==> config.mk <==
export PLATFORM = sky130hd
export DESIGN_NAME = energy_voice_activity_detector_core_flat
export DESIGN_NICKNAME = d
export VERILOG_FILES = /design/src/rtl/evad_pkg.sv /design/src/rtl/evad_req_if.sv /design/src/rtl/evad_rsp_if.sv /design/src/rtl/evad_divider.sv /design/src/rtl/evad_sqrt.sv /design/src/rtl/energy_voice_activity_detector_core.sv /design/src/flat_wrapper.sv
export SDC_FILE = /design/constraint.sdc
export NUM_CORES = 2
export LEC_CHECK = 0
export BUFFER_PORTS_ARGS = -buffer_cell sky130_fd_sc_hd__buf_2
export CAP_MARGIN = 5
export CORE_MARGIN = 8
export CORE_UTILIZATION = 30
export CTS_BUF_LIST = sky130_fd_sc_hd__clkbuf_4 sky130_fd_sc_hd__clkbuf_8 sky130_fd_sc_hd__clkbuf_16
export CTS_CLUSTER_SIZE = 10
export DETAILED_ROUTE_END_ITERATION = 6
export GPL_TIMING_DRIVEN = 1
export SYNTH_ARGS = -nofsm -noshare
export SYNTH_HDL_FRONTEND = slang
export SYNTH_HIERARCHICAL = 1
export SYNTH_SLANG_ARGS = --single-unit
==> constraint.sdc <==
create_clock -name clock -period 9.2 [get_ports clock]
set_clock_uncertainty 0.15 [all_clocks]
set_input_delay 0.92 -clock clock [delete_from_list [all_inputs] [get_ports clock]]
set_output_delay 0.92 -clock clock [all_outputs]
set_load 0.02 [all_outputs]
==> src/rtl/evad_pkg.sv <==
// ----------------------------------------------------------------------------
// evad package
// shared types, codes and constants of the voice activity detector
// ----------------------------------------------------------------------------
package evad_pkg;

   localparam int MAX_FRAME_DEF  = 4096;
   localparam int CAL_FRAMES_DEF = 16;

   localparam int ModeW = 3;
   localparam int CsrIdxW = 2;
   localparam int CsrDataW = 16;

   localparam logic [15:0] THR_MIN       = 16'd197;
   localparam logic [15:0] THR_MAX       = 16'd1311;
   localparam logic [15:0] INIT_THR_RST  = 16'd655;
   localparam logic [6:0]  CAL_GAIN_RST  = 7'd40;
   localparam logic [6:0]  PLAY_GAIN_RST = 7'd48;
   localparam logic [6:0]  CAL_GAIN_MIN  = 7'd24;
   localparam logic [6:0]  CAL_GAIN_MAX  = 7'd64;
   localparam logic [6:0]  PLAY_GAIN_MIN = 7'd32;
   localparam logic [6:0]  PLAY_GAIN_MAX = 7'd80;
   localparam logic [3:0]  START_NEED_NORMAL = 4'd1;
   localparam logic [3:0]  END_NEED_NORMAL   = 4'd12;
   localparam logic [3:0]  START_NEED_PLAY   = 4'd10;
   localparam logic [3:0]  END_NEED_PLAY     = 4'd5;
   localparam logic [6:0]  CAL_WRAP_FRAMES   = 7'd64;

   typedef enum logic [ModeW-1:0] {
      MODE_SAMPLE     = 3'd0,
      MODE_CAL_START  = 3'd1,
      MODE_PLAY_START = 3'd2,
      MODE_PLAY_END   = 3'd3,
      MODE_CLEAR      = 3'd4
   } mode_type;

   typedef enum logic [1:0] {
      ACT_NONE  = 2'd0,
      ACT_START = 2'd1,
      ACT_END   = 2'd2
   } activity_type;

   typedef enum logic [CsrIdxW-1:0] {
      CSR_INIT_THR  = 2'd0,
      CSR_CAL_GAIN  = 2'd1,
      CSR_PLAY_GAIN = 2'd2
   } csr_index_type;

   typedef enum logic [3:0] {
      ST_IDLE,
      ST_SQUARE,
      ST_ACCUM,
      ST_DIV,
      ST_ROOT,
      ST_FRAME,
      ST_CAL_DIV,
      ST_CAL_BASE,
      ST_CAL_ACTIVE,
      ST_EMIT
   } state_type;

   // handshake between the sequencer and a serial unit
   typedef struct packed {
      logic start;
   } unit_ctl_type;

   typedef struct packed {
      logic busy;
      logic done;
   } unit_sts_type;

endpackage

==> src/rtl/evad_req_if.sv <==
// ----------------------------------------------------------------------------
// evad request channel
// valid/ready channel carrying one audio or control beat
// ----------------------------------------------------------------------------
interface evad_req_if;
   logic        valid;
   logic        ready;
   logic [2:0]  mode;
   logic [15:0] sample;
   logic        last_sample;

   modport source (output valid, mode, sample, last_sample, input ready);
   modport sink (input valid, mode, sample, last_sample, output ready);
endinterface

==> src/rtl/evad_rsp_if.sv <==
// ----------------------------------------------------------------------------
// evad response channel
// valid/ready channel carrying one frame result beat
// ----------------------------------------------------------------------------
interface evad_rsp_if;
   logic        valid;
   logic        ready;
   logic        voiced;
   logic        speech_active;
   logic [1:0]  activity;
   logic [15:0] energy;
   logic [15:0] threshold;
   logic        calibrating;

   modport source (output valid, voiced, speech_active, activity, energy, threshold,
                   calibrating, input ready);
   modport sink (input valid, voiced, speech_active, activity, energy, threshold,
                 calibrating, output ready);
endinterface

==> src/rtl/evad_divider.sv <==
// ----------------------------------------------------------------------------
// evad serial divider
// restoring divider, one quotient bit per cycle
// ----------------------------------------------------------------------------
module evad_divider #(
   parameter int DvdW = 45,
   parameter int DivW = 13
) (
   input  logic                      clock,
   input  logic                      reset,
   input  evad_pkg::unit_ctl_type    ctl,
   output evad_pkg::unit_sts_type    sts,
   input  logic [DvdW-1:0]           dividend,
   input  logic [DivW-1:0]           divisor,
   output logic [DvdW-1:0]           quotient
);
   import evad_pkg::*;

   localparam int CntW = $clog2(DvdW + 1);

   logic [CntW-1:0] cnt_ff, cnt_in;
   logic            done_ff, done_in;
   logic [DivW-1:0] rem_ff, rem_in;
   logic [DivW-1:0] dsr_ff, dsr_in;
   logic [DvdW-1:0] quo_ff, quo_in;
   logic [DivW:0]   rem_sh;
   logic            busy;

   assign busy = (cnt_ff != '0);
   assign rem_sh = {rem_ff, quo_ff[DvdW-1]};

   always_comb begin
      cnt_in  = cnt_ff;
      rem_in  = rem_ff;
      dsr_in  = dsr_ff;
      quo_in  = quo_ff;
      done_in = busy && (cnt_ff == CntW'(1));
      if (busy) begin
         cnt_in = cnt_ff - CntW'(1);
         if (rem_sh >= {1'b0, dsr_ff}) begin
            rem_in = DivW'(rem_sh - {1'b0, dsr_ff});
            quo_in = {quo_ff[DvdW-2:0], 1'b1};
         end else begin
            rem_in = rem_sh[DivW-1:0];
            quo_in = {quo_ff[DvdW-2:0], 1'b0};
         end
      end else if (ctl.start && !done_ff) begin
         cnt_in = CntW'(DvdW);
         rem_in = '0;
         dsr_in = divisor;
         quo_in = dividend;
      end
   end

   always_ff @(posedge clock) begin
      if (reset) begin
         cnt_ff  <= '0;
         done_ff <= 1'b0;
      end else begin
         cnt_ff  <= cnt_in;
         done_ff <= done_in;
      end
      rem_ff <= rem_in;
      dsr_ff <= dsr_in;
      quo_ff <= quo_in;
   end

   assign sts.busy = busy;
   assign sts.done = done_ff;
   assign quotient = quo_ff;
endmodule

==> src/rtl/evad_sqrt.sv <==
// ----------------------------------------------------------------------------
// evad serial square root
// digit-by-digit integer root, two radicand bits and one root bit per cycle
// ----------------------------------------------------------------------------
module evad_sqrt #(
   parameter int RadW = 45
) (
   input  logic                      clock,
   input  logic                      reset,
   input  evad_pkg::unit_ctl_type    ctl,
   output evad_pkg::unit_sts_type    sts,
   input  logic [RadW-1:0]           radicand,
   output logic [(RadW+1)/2-1:0]     root
);
   import evad_pkg::*;

   localparam int SqW  = 2 * ((RadW + 1) / 2);
   localparam int HalfW = SqW / 2;
   localparam int CntW = $clog2(HalfW + 1);

   logic [CntW-1:0]    cnt_ff, cnt_in;
   logic               done_ff, done_in;
   logic [SqW-1:0]     rad_ff, rad_in;
   logic [HalfW+1:0]   rem_ff, rem_in;
   logic [HalfW-1:0]   root_ff, root_in;
   logic [HalfW+3:0]   rem_t;
   logic [HalfW+3:0]   trial;
   logic               busy;

   assign busy  = (cnt_ff != '0);
   assign rem_t = {rem_ff, rad_ff[SqW-1:SqW-2]};
   assign trial = {2'b00, root_ff, 2'b01};

   always_comb begin
      cnt_in  = cnt_ff;
      rad_in  = rad_ff;
      rem_in  = rem_ff;
      root_in = root_ff;
      done_in = busy && (cnt_ff == CntW'(1));
      if (busy) begin
         cnt_in = cnt_ff - CntW'(1);
         rad_in = {rad_ff[SqW-3:0], 2'b00};
         if (rem_t >= trial) begin
            rem_in  = (HalfW+2)'(rem_t - trial);
            root_in = {root_ff[HalfW-2:0], 1'b1};
         end else begin
            rem_in  = rem_t[HalfW+1:0];
            root_in = {root_ff[HalfW-2:0], 1'b0};
         end
      end else if (ctl.start && !done_ff) begin
         cnt_in  = CntW'(HalfW);
         rad_in  = SqW'(radicand);
         rem_in  = '0;
         root_in = '0;
      end
   end

   always_ff @(posedge clock) begin
      if (reset) begin
         cnt_ff  <= '0;
         done_ff <= 1'b0;
      end else begin
         cnt_ff  <= cnt_in;
         done_ff <= done_in;
      end
      rad_ff  <= rad_in;
      rem_ff  <= rem_in;
      root_ff <= root_in;
   end

   assign sts.busy = busy;
   assign sts.done = done_ff;
   assign root = root_ff;
endmodule

==> src/rtl/energy_voice_activity_detector_core.sv <==
// a sample beat without the last mark passes the square and accumulate states before the input is
//   ready again; a frame-ending beat then runs the serial divide, the serial root and the frame
//   update, plus a calibration divide and threshold update when calibration finishes, then emits
// throughput: one beat at a time; a stalled result beat holds the next frame in the emit state;
//   control beats are taken one per cycle
// reset clears all control state, loads the default registers and thresholds, ready at once
// ----------------------------------------------------------------------------
// energy voice activity detector core
// frame energy (twice the rms) by serial divide and root, threshold compare with hysteresis,
// ambient calibration and playback threshold lift
// ----------------------------------------------------------------------------
module energy_voice_activity_detector_core #(
   parameter int MAX_FRAME  = evad_pkg::MAX_FRAME_DEF,
   parameter int CAL_FRAMES = evad_pkg::CAL_FRAMES_DEF
) (
   input  logic                           clock,
   input  logic                           reset,
   evad_req_if.sink                       req_chan,
   evad_rsp_if.source                     rsp_chan,
   input  logic                           csr_write_en,
   input  logic [evad_pkg::CsrIdxW-1:0]   csr_index,
   input  logic [evad_pkg::CsrDataW-1:0]  csr_write_data
);
   import evad_pkg::*;

   // frame accumulator widths follow the frame length
   localparam int CountW = $clog2(MAX_FRAME + 1);
   localparam int SumW   = 30 + CountW;
   localparam int DvdW   = SumW + 2;
   localparam int DivW   = (CountW > 7) ? CountW : 7;
   localparam int RootW  = (DvdW + 1) / 2;

   state_type state_ff, state_in;

   // configuration registers; the initial threshold lives on in base and active
   logic [6:0]  cal_gain_ff, cal_gain_in;
   logic [6:0]  play_gain_ff, play_gain_in;

   // detector state
   logic [SumW-1:0]   sum_ff, sum_in;
   logic [CountW-1:0] count_ff, count_in;
   logic              speech_ff, speech_in;
   logic [3:0]        start_run_ff, start_run_in;
   logic [3:0]        end_run_ff, end_run_in;
   logic [3:0]        start_need_ff, start_need_in;
   logic [3:0]        end_need_ff, end_need_in;
   logic              play_ff, play_in;
   logic              cal_ff, cal_in;
   logic [5:0]        cal_frames_ff, cal_frames_in;
   logic [21:0]       cal_sum_ff, cal_sum_in;
   logic [15:0]       ambient_ff, ambient_in;
   logic [15:0]       base_ff, base_in;
   logic [15:0]       active_ff, active_in;

   // per-beat working registers
   logic [15:0] mag_ff, mag_in;
   logic        last_ff, last_in;
   logic [31:0] square_ff, square_in;
   logic [15:0] energy_ff, energy_in;
   logic        voiced_ff, voiced_in;
   logic [1:0]  act_ff, act_in;

   // response register
   logic        rsp_valid_ff, rsp_valid_in;
   logic        rsp_voiced_ff, rsp_voiced_in;
   logic        rsp_speech_ff, rsp_speech_in;
   logic [1:0]  rsp_act_ff, rsp_act_in;
   logic [15:0] rsp_energy_ff, rsp_energy_in;
   logic [15:0] rsp_thr_ff, rsp_thr_in;
   logic        rsp_cal_ff, rsp_cal_in;

   logic req_fire, rsp_free;
   logic [22:0] play_prod, cal_prod;
   logic [21:0] cal_sum_next;
   logic [5:0]  cal_frames_next;
   logic [6:0]  cal_divisor;
   logic [15:0] frame_energy;
   logic        voiced_now;

   unit_ctl_type        div_ctl, root_ctl;
   unit_sts_type        div_sts, root_sts;
   logic [DvdW-1:0]     div_dividend, div_quotient;
   logic [DivW-1:0]     div_divisor;
   logic [RootW-1:0]    root_val;

   assign req_chan.ready = (state_ff == ST_IDLE);
   assign req_fire = req_chan.valid && req_chan.ready;
   assign rsp_free = !rsp_valid_ff || rsp_chan.ready;

   assign play_prod = 23'(base_ff) * 23'(play_gain_ff);
   assign cal_prod  = 23'(ambient_ff) * 23'(cal_gain_ff);
   assign cal_sum_next    = cal_sum_ff + 22'(energy_ff);
   assign cal_frames_next = cal_frames_ff + 6'd1;
   assign cal_divisor = (cal_frames_ff == '0) ? CAL_WRAP_FRAMES : {1'b0, cal_frames_ff};
   assign voiced_now = (energy_ff > active_ff);

   // frame energy (twice the rms) saturates at full scale
   assign frame_energy = (count_ff == '0) ? 16'd0 :
                         ((|root_val[RootW-1:16]) ? 16'hFFFF : root_val[15:0]);

   assign div_dividend = (state_ff == ST_CAL_DIV) ? DvdW'(cal_sum_ff) : {sum_ff, 2'b00};
   assign div_divisor  = (state_ff == ST_CAL_DIV) ? DivW'(cal_divisor) : DivW'(count_ff);
   assign div_ctl.start  = (state_ff == ST_DIV) || (state_ff == ST_CAL_DIV);
   assign root_ctl.start = (state_ff == ST_ROOT);

   evad_divider #(.DvdW(DvdW), .DivW(DivW)) u_divider (
      .clock    (clock),
      .reset    (reset),
      .ctl      (div_ctl),
      .sts      (div_sts),
      .dividend (div_dividend),
      .divisor  (div_divisor),
      .quotient (div_quotient)
   );

   evad_sqrt #(.RadW(DvdW)) u_sqrt (
      .clock    (clock),
      .reset    (reset),
      .ctl      (root_ctl),
      .sts      (root_sts),
      .radicand (div_quotient),
      .root     (root_val)
   );

   // next state
   always_comb begin
      state_in = state_ff;
      case (state_ff)
         ST_IDLE: begin
            if (req_fire && (req_chan.mode == MODE_SAMPLE)) begin
               state_in = ST_SQUARE;
            end
         end
         ST_SQUARE: state_in = ST_ACCUM;
         ST_ACCUM:  state_in = last_ff ? ST_DIV : ST_IDLE;
         ST_DIV: begin
            if (div_sts.done) begin
               state_in = ST_ROOT;
            end
         end
         ST_ROOT: begin
            if (root_sts.done) begin
               state_in = ST_FRAME;
            end
         end
         ST_FRAME: begin
            // calibration ends when the run is long enough or the frame count wraps
            if (cal_ff && ((cal_frames_next >= 6'(CAL_FRAMES)) || (cal_frames_next == '0))) begin
               state_in = ST_CAL_DIV;
            end else begin
               state_in = ST_EMIT;
            end
         end
         ST_CAL_DIV: begin
            if (div_sts.done) begin
               state_in = ST_CAL_BASE;
            end
         end
         ST_CAL_BASE:   state_in = ST_CAL_ACTIVE;
         ST_CAL_ACTIVE: state_in = ST_EMIT;
         ST_EMIT: begin
            if (rsp_free) begin
               state_in = ST_IDLE;
            end
         end
         default: state_in = ST_IDLE;
      endcase
   end

   // datapath and outputs
   always_comb begin
      cal_gain_in   = cal_gain_ff;
      play_gain_in  = play_gain_ff;
      sum_in        = sum_ff;
      count_in      = count_ff;
      speech_in     = speech_ff;
      start_run_in  = start_run_ff;
      end_run_in    = end_run_ff;
      start_need_in = start_need_ff;
      end_need_in   = end_need_ff;
      play_in       = play_ff;
      cal_in        = cal_ff;
      cal_frames_in = cal_frames_ff;
      cal_sum_in    = cal_sum_ff;
      ambient_in    = ambient_ff;
      base_in       = base_ff;
      active_in     = active_ff;
      mag_in        = mag_ff;
      last_in       = last_ff;
      square_in     = square_ff;
      energy_in     = energy_ff;
      voiced_in     = voiced_ff;
      act_in        = act_ff;
      rsp_valid_in  = rsp_valid_ff && !rsp_chan.ready;
      rsp_voiced_in = rsp_voiced_ff;
      rsp_speech_in = rsp_speech_ff;
      rsp_act_in    = rsp_act_ff;
      rsp_energy_in = rsp_energy_ff;
      rsp_thr_in    = rsp_thr_ff;
      rsp_cal_in    = rsp_cal_ff;

      // register writes must arrive only while idle; the user keeps to this, the block does not enforce it
      if (csr_write_en) begin
         case (csr_index)
            CSR_INIT_THR: begin
               base_in     = csr_write_data[15:0];
               active_in   = csr_write_data[15:0];
            end
            CSR_CAL_GAIN: begin
               cal_gain_in = (csr_write_data[6:0] < CAL_GAIN_MIN) ? CAL_GAIN_MIN :
                             ((csr_write_data[6:0] > CAL_GAIN_MAX) ? CAL_GAIN_MAX :
                              csr_write_data[6:0]);
            end
            CSR_PLAY_GAIN: begin
               play_gain_in = (csr_write_data[6:0] < PLAY_GAIN_MIN) ? PLAY_GAIN_MIN :
                              ((csr_write_data[6:0] > PLAY_GAIN_MAX) ? PLAY_GAIN_MAX :
                               csr_write_data[6:0]);
            end
            default: ;
         endcase
      end

      case (state_ff)
         ST_IDLE: begin
            if (req_fire) begin
               case (req_chan.mode)
                  MODE_SAMPLE: begin
                     mag_in  = req_chan.sample[15] ? 16'(-req_chan.sample) : req_chan.sample;
                     last_in = req_chan.last_sample;
                  end
                  MODE_CAL_START: begin
                     cal_in        = 1'b1;
                     cal_frames_in = '0;
                     cal_sum_in    = '0;
                     ambient_in    = '0;
                  end
                  MODE_PLAY_START: begin
                     play_in       = 1'b1;
                     active_in     = (play_prod[22:4] > 19'(THR_MAX)) ? THR_MAX :
                                     play_prod[19:4];
                     start_need_in = START_NEED_PLAY;
                     end_need_in   = END_NEED_PLAY;
                  end
                  MODE_PLAY_END: begin
                     play_in       = 1'b0;
                     active_in     = base_ff;
                     start_need_in = START_NEED_NORMAL;
                     end_need_in   = END_NEED_NORMAL;
                  end
                  MODE_CLEAR: begin
                     speech_in     = 1'b0;
                     start_run_in  = '0;
                     end_run_in    = '0;
                     cal_in        = 1'b0;
                     cal_frames_in = '0;
                     cal_sum_in    = '0;
                     ambient_in    = '0;
                     active_in     = base_ff;
                     sum_in        = '0;
                     count_in      = '0;
                  end
                  default: ;
               endcase
            end
         end
         ST_SQUARE: square_in = 32'(mag_ff) * 32'(mag_ff);
         ST_ACCUM: begin
            // samples past the frame limit are dropped, the last mark still counts
            if (32'(count_ff) < 32'(MAX_FRAME)) begin
               sum_in   = sum_ff + SumW'(square_ff);
               count_in = count_ff + CountW'(1);
            end
         end
         ST_ROOT: begin
            if (root_sts.done) begin
               energy_in = frame_energy;
            end
         end
         ST_FRAME: begin
            sum_in    = '0;
            count_in  = '0;
            voiced_in = 1'b0;
            act_in    = ACT_NONE;
            if (cal_ff) begin
               cal_sum_in    = cal_sum_next;
               cal_frames_in = cal_frames_next;
            end else begin
               voiced_in = voiced_now;
               if (voiced_now) begin
                  end_run_in = '0;
                  if (!speech_ff) begin
                     if ((start_run_ff + 4'd1) >= start_need_ff) begin
                        speech_in    = 1'b1;
                        start_run_in = '0;
                        act_in       = ACT_START;
                     end else begin
                        start_run_in = start_run_ff + 4'd1;
                     end
                  end
               end else begin
                  start_run_in = '0;
                  if (speech_ff) begin
                     if ((end_run_ff + 4'd1) >= end_need_ff) begin
                        speech_in  = 1'b0;
                        end_run_in = '0;
                        act_in     = ACT_END;
                     end else begin
                        end_run_in = end_run_ff + 4'd1;
                     end
                  end
               end
            end
         end
         ST_CAL_DIV: begin
            if (div_sts.done) begin
               ambient_in = div_quotient[15:0];
            end
         end
         ST_CAL_BASE: begin
            base_in = (cal_prod[22:4] < 19'(THR_MIN)) ? THR_MIN :
                      ((cal_prod[22:4] > 19'(THR_MAX)) ? THR_MAX : cal_prod[19:4]);
         end
         ST_CAL_ACTIVE: begin
            active_in = play_ff ? play_prod[19:4] : base_ff;
            cal_in    = 1'b0;
         end
         ST_EMIT: begin
            if (rsp_free) begin
               rsp_valid_in  = 1'b1;
               rsp_voiced_in = voiced_ff;
               rsp_speech_in = speech_ff;
               rsp_act_in    = act_ff;
               rsp_energy_in = energy_ff;
               rsp_thr_in    = active_ff;
               rsp_cal_in    = cal_ff;
            end
         end
         default: ;
      endcase
   end

   always_ff @(posedge clock) begin
      if (reset) begin
         state_ff      <= ST_IDLE;
         cal_gain_ff   <= CAL_GAIN_RST;
         play_gain_ff  <= PLAY_GAIN_RST;
         sum_ff        <= '0;
         count_ff      <= '0;
         speech_ff     <= 1'b0;
         start_run_ff  <= '0;
         end_run_ff    <= '0;
         start_need_ff <= START_NEED_NORMAL;
         end_need_ff   <= END_NEED_NORMAL;
         play_ff       <= 1'b0;
         cal_ff        <= 1'b0;
         cal_frames_ff <= '0;
         cal_sum_ff    <= '0;
         ambient_ff    <= '0;
         base_ff       <= INIT_THR_RST;
         active_ff     <= INIT_THR_RST;
         rsp_valid_ff  <= 1'b0;
      end else begin
         state_ff      <= state_in;
         cal_gain_ff   <= cal_gain_in;
         play_gain_ff  <= play_gain_in;
         sum_ff        <= sum_in;
         count_ff      <= count_in;
         speech_ff     <= speech_in;
         start_run_ff  <= start_run_in;
         end_run_ff    <= end_run_in;
         start_need_ff <= start_need_in;
         end_need_ff   <= end_need_in;
         play_ff       <= play_in;
         cal_ff        <= cal_in;
         cal_frames_ff <= cal_frames_in;
         cal_sum_ff    <= cal_sum_in;
         ambient_ff    <= ambient_in;
         base_ff       <= base_in;
         active_ff     <= active_in;
         rsp_valid_ff  <= rsp_valid_in;
      end
      mag_ff        <= mag_in;
      last_ff       <= last_in;
      square_ff     <= square_in;
      energy_ff     <= energy_in;
      voiced_ff     <= voiced_in;
      act_ff        <= act_in;
      rsp_voiced_ff <= rsp_voiced_in;
      rsp_speech_ff <= rsp_speech_in;
      rsp_act_ff    <= rsp_act_in;
      rsp_energy_ff <= rsp_energy_in;
      rsp_thr_ff    <= rsp_thr_in;
      rsp_cal_ff    <= rsp_cal_in;
   end

   assign rsp_chan.valid         = rsp_valid_ff;
   assign rsp_chan.voiced        = rsp_voiced_ff;
   assign rsp_chan.speech_active = rsp_speech_ff;
   assign rsp_chan.activity      = rsp_act_ff;
   assign rsp_chan.energy        = rsp_energy_ff;
   assign rsp_chan.threshold     = rsp_thr_ff;
   assign rsp_chan.calibrating   = rsp_cal_ff;
endmodule

==> src/flat_wrapper.sv <==
// flat-port wrapper written by rule: the top's interface ports become plain ports
module energy_voice_activity_detector_core_flat import evad_pkg::*;
#(
   parameter int MAX_FRAME  = evad_pkg::MAX_FRAME_DEF,
   parameter int CAL_FRAMES = evad_pkg::CAL_FRAMES_DEF
)
  (clock, reset, csr_write_en, csr_index, csr_write_data, req_chan_valid, req_chan_mode, req_chan_sample, req_chan_last_sample, req_chan_ready, rsp_chan_valid, rsp_chan_voiced, rsp_chan_speech_active, rsp_chan_activity, rsp_chan_energy, rsp_chan_threshold, rsp_chan_calibrating, rsp_chan_ready);
  evad_req_if req_chan_i ();
  evad_rsp_if rsp_chan_i ();
  input  logic clock;
  input  logic reset;
  input  logic csr_write_en;
  input  logic [evad_pkg::CsrIdxW-1:0] csr_index;
  input  logic [evad_pkg::CsrDataW-1:0] csr_write_data;
  input wire logic [$bits(req_chan_i.valid)-1:0] req_chan_valid;
  input wire logic [$bits(req_chan_i.mode)-1:0] req_chan_mode;
  input wire logic [$bits(req_chan_i.sample)-1:0] req_chan_sample;
  input wire logic [$bits(req_chan_i.last_sample)-1:0] req_chan_last_sample;
  output wire logic [$bits(req_chan_i.ready)-1:0] req_chan_ready;
  output wire logic [$bits(rsp_chan_i.valid)-1:0] rsp_chan_valid;
  output wire logic [$bits(rsp_chan_i.voiced)-1:0] rsp_chan_voiced;
  output wire logic [$bits(rsp_chan_i.speech_active)-1:0] rsp_chan_speech_active;
  output wire logic [$bits(rsp_chan_i.activity)-1:0] rsp_chan_activity;
  output wire logic [$bits(rsp_chan_i.energy)-1:0] rsp_chan_energy;
  output wire logic [$bits(rsp_chan_i.threshold)-1:0] rsp_chan_threshold;
  output wire logic [$bits(rsp_chan_i.calibrating)-1:0] rsp_chan_calibrating;
  input wire logic [$bits(rsp_chan_i.ready)-1:0] rsp_chan_ready;
  assign req_chan_i.valid = req_chan_valid;
  assign req_chan_i.mode = req_chan_mode;
  assign req_chan_i.sample = req_chan_sample;
  assign req_chan_i.last_sample = req_chan_last_sample;
  assign req_chan_ready = req_chan_i.ready;
  assign rsp_chan_valid = rsp_chan_i.valid;
  assign rsp_chan_voiced = rsp_chan_i.voiced;
  assign rsp_chan_speech_active = rsp_chan_i.speech_active;
  assign rsp_chan_activity = rsp_chan_i.activity;
  assign rsp_chan_energy = rsp_chan_i.energy;
  assign rsp_chan_threshold = rsp_chan_i.threshold;
  assign rsp_chan_calibrating = rsp_chan_i.calibrating;
  assign rsp_chan_i.ready = rsp_chan_ready;
  energy_voice_activity_detector_core #(.MAX_FRAME(MAX_FRAME), .CAL_FRAMES(CAL_FRAMES)) u_core (.clock(clock), .reset(reset), .req_chan(req_chan_i), .rsp_chan(rsp_chan_i), .csr_write_en(csr_write_en), .csr_index(csr_index), .csr_write_data(csr_write_data));
endmodule
After elaboration in Yosys (flattened, before gate mapping)
Index checks and enable logic that the tools add are counted.
{"block": "totals", "register_bits": 453, "wordCells": 255, "output_inout_bits": 39, "in_bits": 43}
{"block": "classes", "eq_ne": 31, "bitwise_logic": 1, "n_reduce_logical": 51, "n_mul": 3, "addsub": 11, "muxes": 101, "magnitude_cmp": 14}
{"operator": "2-to-1 mux 16 bit", "n": 14}
{"operator": "2-to-1 mux 45 bit", "n": 3}
{"operator": "2-to-1 mux 43 bit", "n": 3}
{"operator": "case mux 43 bit (3 select lines)", "n": 1}
{"operator": "case mux 16 bit (2 select lines)", "n": 3}
{"operator": "2-to-1 mux 46 bit", "n": 2}
{"operator": "2-to-1 mux 13 bit", "n": 6}
{"operator": "2-to-1 mux 25 bit", "n": 3}
{"operator": "2-to-1 mux 22 bit", "n": 3}
{"operator": "2-to-1 mux 4 bit", "n": 16}
{"operator": "multiplier 16 x 7 -> 23 bit", "n": 2}
{"operator": "2-to-1 mux 23 bit", "n": 2}
{"operator": "case mux 22 bit (2 select lines)", "n": 1}
{"operator": "adder 43 x 32 -> 43 bit", "n": 1}
{"operator": "2-to-1 mux 7 bit", "n": 6}
{"operator": "case mux 4 bit (10 select lines)", "n": 1}
{"operator": "case mux 13 bit (3 select lines)", "n": 1}
{"operator": "> comparator 19 x 11 -> 1 bit, second input constant", "n": 2}
{"operator": "multiplier 16 x 16 -> 32 bit", "n": 1}
{"operator": "case mux 4 bit (2 select lines)", "n": 4}
{"operator": "2-to-1 mux 6 bit", "n": 5}
{"operator": "greater-or-equal comparator 27 x 25 -> 1 bit", "n": 1}
{"operator": "subtractor 25 bit", "n": 1}
{"operator": "adder 22 x 16 -> 22 bit", "n": 1}
{"operator": "56 further kinds", "n": 129}

Longest topological paths before layout
{"block": "logic_depth", "ltp_word": 7, "depth_mapped": 25, "depth_no_buf": 25}

By module
The synthesis kept the hierarchy.
{"mod": "energy_voice_activity_detector_core", "area_per_inst_um2": 27824.2, "instances": 1, "cells_each": 3122, "seq_area_each_um2": 6386.1}
{"mod": "evad_sqrt", "area_per_inst_um2": 5426.5, "instances": 1, "cells_each": 491, "seq_area_each_um2": 2922.8}
{"mod": "evad_divider", "area_per_inst_um2": 4051.4, "instances": 1, "cells_each": 406, "seq_area_each_um2": 2272.2}

Worst setup path before layout
Ideal clock, no wire load.
{"block": "synth_path", "kind": "flip-flop to flip-flop", "start": "register u_core.mag_ff[13]", "end": "register u_core.square_ff[30] (data pin)", "setup_slack_ns": 2.648, "path_stages_with_launch": 23, "period_less_slack_ns": 6.552, "t_required_ns": 8.792, "t_arrival_ns": 6.144, "n_path_buf": 1, "setup_ns": 0.258, "path_cell_list": "edfxtp_1 clkbuf_1 and2_1 fa_1 fa_1 inv_1 fa_1 inv_1 fa_1 fa_1 fa_1 ha_1 a21o_1 a21o_1 a21oi_1 o21ai_0 and3_1 a21oi_1 o21ai_0 o41ai_1 o21ai_0 a21oi_1 xnor2_1"}
{"block": "synth_via", "elab_chain_len": 1}
{"element": "start: declaration", "line_no": "energy_voice_activity_detector_core.sv:56", "rtl": "logic [15:0] mag_ff, mag_in;"}
{"element": "start signal: assignment", "line_no": "energy_voice_activity_detector_core.sv:382", "rtl": "mag_ff <= mag_in;"}
{"element": "multiplier 16 x 16 -> 32 bit", "line_no": "energy_voice_activity_detector_core.sv:266", "rtl": "ST_SQUARE: square_in = 32'(mag_ff) * 32'(mag_ff);"}
{"element": "end signal: assignment", "line_no": "energy_voice_activity_detector_core.sv:384", "rtl": "square_ff <= square_in;"}
{"element": "end: declaration", "line_no": "energy_voice_activity_detector_core.sv:58", "rtl": "logic [31:0] square_ff, square_in;"}
No other way between the ends.
A chain may end at the register's enable or synchronous reset.

Worst setup path in the final report
{"block": "layout_path", "start": "register u_core.mag_ff[4]", "end": "register u_core.square_ff[30] (data pin)"}
The elaborated chain is that of the path after synthesis.

==> impl_results.md <==
* Outcome: completed
* RSZ-0062 raised after global routing: false
* Worst R2R Setup Slack at 1.91 ns
* Clk Latency, worst-skew pair at between 0.6 and 0.7 ns
* CP max stage cell: o41ai_1
* Critical Path Most Common Cell: fa_1
* Ant diodes at 0
* Slowest stage delay, CP at 0.69 ns
* Finish-stage setup viols at 0
* Iteration-0 DRC Markers at around 1800
* CP startpoint kind: register
* Vias per Instance at 4.941
* First-pass GRT wire length at 148400 um
* Leakage at 0.01808 uW
* Number of CTS-inserted buffers at 51
* Post-synthesis cell count at between 4000 and 5000
* Die height at 368.5 um
* Hold buffers post-CTS at 0
* FMAX at approximately 0.14 GHz
* Grt total ovfl at 0
* Total Routing Usage GR at 12.97%
* Worst-path clk slew at ~0.06 ns
* Core footprint at 123500 sq um
* Number of fill cells at roughly 13000
* WS Path Type: reg -> reg
* Initial Utilization at 30.20%
* CP required at 9.39 ns
* Clk sinks at 445
* Rows at 129
* Synth warn at 6
* Critical Path Start: u_core/mag_ff[4]
* Post-Synthesis Net Count at ~4700
* Fin. max-slew vios at 0
* Sequential Power Share at 31.7%
* FF/Latch Area at 11580 sq um
* Final HPWL DP at a little under 70000 um
* Post-Synthesis Cell Area at 37290 sq um
* Combinational Power Share at slightly below 50%
* Root Driver: clkbuf_16
* CP endpoint kind: register
* Largest delay share family, worst path: adder cells
* CP bufs+invs at 5
* Antenna Violating Nets Remaining at 0
* Net switching share of the total power at 40.11%
* Worst path arrival time at 7.48 ns
* Cell area after placement at 39220 sq um
* Share of post-route cells with drive strength above 1 at 6.504%
* Layout Cells excl Fill at 5665
* Sw power at a little over 4000 uW
* CP Max Fanout at 14
* Clock power frac at 19.6%
* Placed cells at 5571
* CTS tree: built
* Area Growth Syn to Fin at 9.671%
* Final hold vios at 0
* Final #Nets at 4627
* Multi-input gate area at 23450 sq um
* Die area at about 140000 sq um
* Number of remaining DRC errors at 0
* RR Startpoint: u_core/mag_ff[4]
* IO Port Bufs at 81
* Relative slew margins at approximately 17%
* Max-Cap Viols at 0
* Initial antenna violation count at 0
* Routed via count at between 20000 and 30000
* HP Class: reg -> reg
* Wire length per cell at 15.82 um
* I/O pins at just over 80
* Worst-Margin Slew at 1.242 ns
* Design area at 40890 sq um
* Max VDD drop at between 0.2 and 0.25 mV
* PD cells at 252.5 nW/um^2
* Sum of negative setup slack at 0 ns
* Initial DRT Pass Iterations at 5
* DIE WIDTH at 368.5 um
* Vias in the first global route at 27657
* Hold_sp: u_core/voiced_ff
* # Post-CTS Setup Buffers at 0
* RePlAce Congestion at 0.8714
* CP cell instances: inv_1, nor2_1, fa_1, inv_1, fa_1, fa_1, inv_1, fa_1, inv_1, fa_1, inv_1, fa_1, ha_1, a21o_1, a21o_1, a21oi_1, o21ai_0, and3_1, a21oi_1, o21ai_0, o41ai_1, o21ai_0, a21oi_1, xnor2_1
* Int Pwr at 6183 uW
* Shortest clock period the worst path allows after layout at between 7 and 8 ns
* CTS H-Tree Depth at 2
* Syn_area_per_cell at 9.282 sq um
* Pin count of the biggest net entering global routing at 67
* CTS Buffer Depth at 3
* Post-CTS sizing at 0
* Post-Route WL at 89640 um
* Post-route clock period utilization at 79.19%
stage by stage:
step	utilization, %	hold slack [ns]	setup WS (ns)	power, uW
final	33.12	0.2739	1.914	10320
after global routing	33.12	0.2975	1.531	11190
after CTS	33.12	0.2756	1.916	10400
after detailed placement	31.76	0.2572	1.907	8326
after global placement	31.76	0.2578	2.026	8264
after floorplan	-	0.2503	2.648	7160
routing by layer:
layer	part of all wire, %	up-vias	GRT usage (%)
li1	-	13630	-
met1	49	13570	19.28
met2	43	687	19.79
met3	5.9	105	1.965
met4	1.8	0	2.865
met5	0	-	0
layout make-up:
cell class,instances,area share [%]
repair buffers,100,1.346
multi-input cells,2965,57.34
well taps,1637,5.009
flip-flops and latches,445,28.32
clock inverters,3,0.1346
clock buffers,91,3.959
inverters,424,3.895
registers in the layout, indices dropped and copies added, names as in the netlist, 13 cells and up:
name / flops
u_core/u_sqrt/root: 23
u_core/u_divider/rem_ff: 13
u_core/rsp_chan.energy: 16
u_core/count_ff: 13
u_core/u_sqrt/rem_ff: 25
u_core/base_ff: 16
u_core/cal_sum_ff: 22
u_core/mag_ff: 16
u_core/u_divider/quotient: 45
u_core/u_divider/dsr_ff: 13
u_core/energy_ff: 16
u_core/active_ff: 16
u_core/u_sqrt/rad_ff: 46
u_core/ambient_ff: 16
u_core/square_ff: 31
u_core/rsp_chan.threshold: 16
u_core/sum_ff: 43
layout by cell type (no fill, tap or decap), drive strengths merged, types with 107 or more instances in the layout:
cell type	instances
nor2	249
and2	224
nand2	545
fa	302
dfxtp	178
inv	423
o21ai	129
ha	295
xnor2	107
a21oi	236
edfxtp	267
final timing paths:
kind | endpoint | cells after the start
hold reg to reg | u_core/rsp_chan.voiced | 0
setup / recovery | u_core/square_ff[30] | 24
hold / removal | u_core/rsp_chan.voiced | 0
setup reg to reg | u_core/square_ff[30] | 24
worst reg2reg max path, delay by kind of cell, from the launching register on:
kind | cells | cell delay (ns)
AO/OA/AOI/OAI | 9 | 1.98
XOR/XNOR | 1 | 0.09
adder cells (fa/ha/maj) | 7 | 3.15
buffers and inverters | 5 | 0.52
flip-flops | 1 | 0.66
AND/OR/NAND/NOR | 2 | 0.49
power by group through the flow:
stage / Combinational [uW] / Clock, uW / Sequential [uW]
floorplan: 3970 / 0 / 3190
global placement: 4960 / 0 / 3310
detailed placement: 5020 / 0 / 3310
CTS: 5060 / 2070 / 3270
global route: 5710 / 2150 / 3330
finish: 5030 / 2020 / 3270
Power figures use the tool's default switching activity.
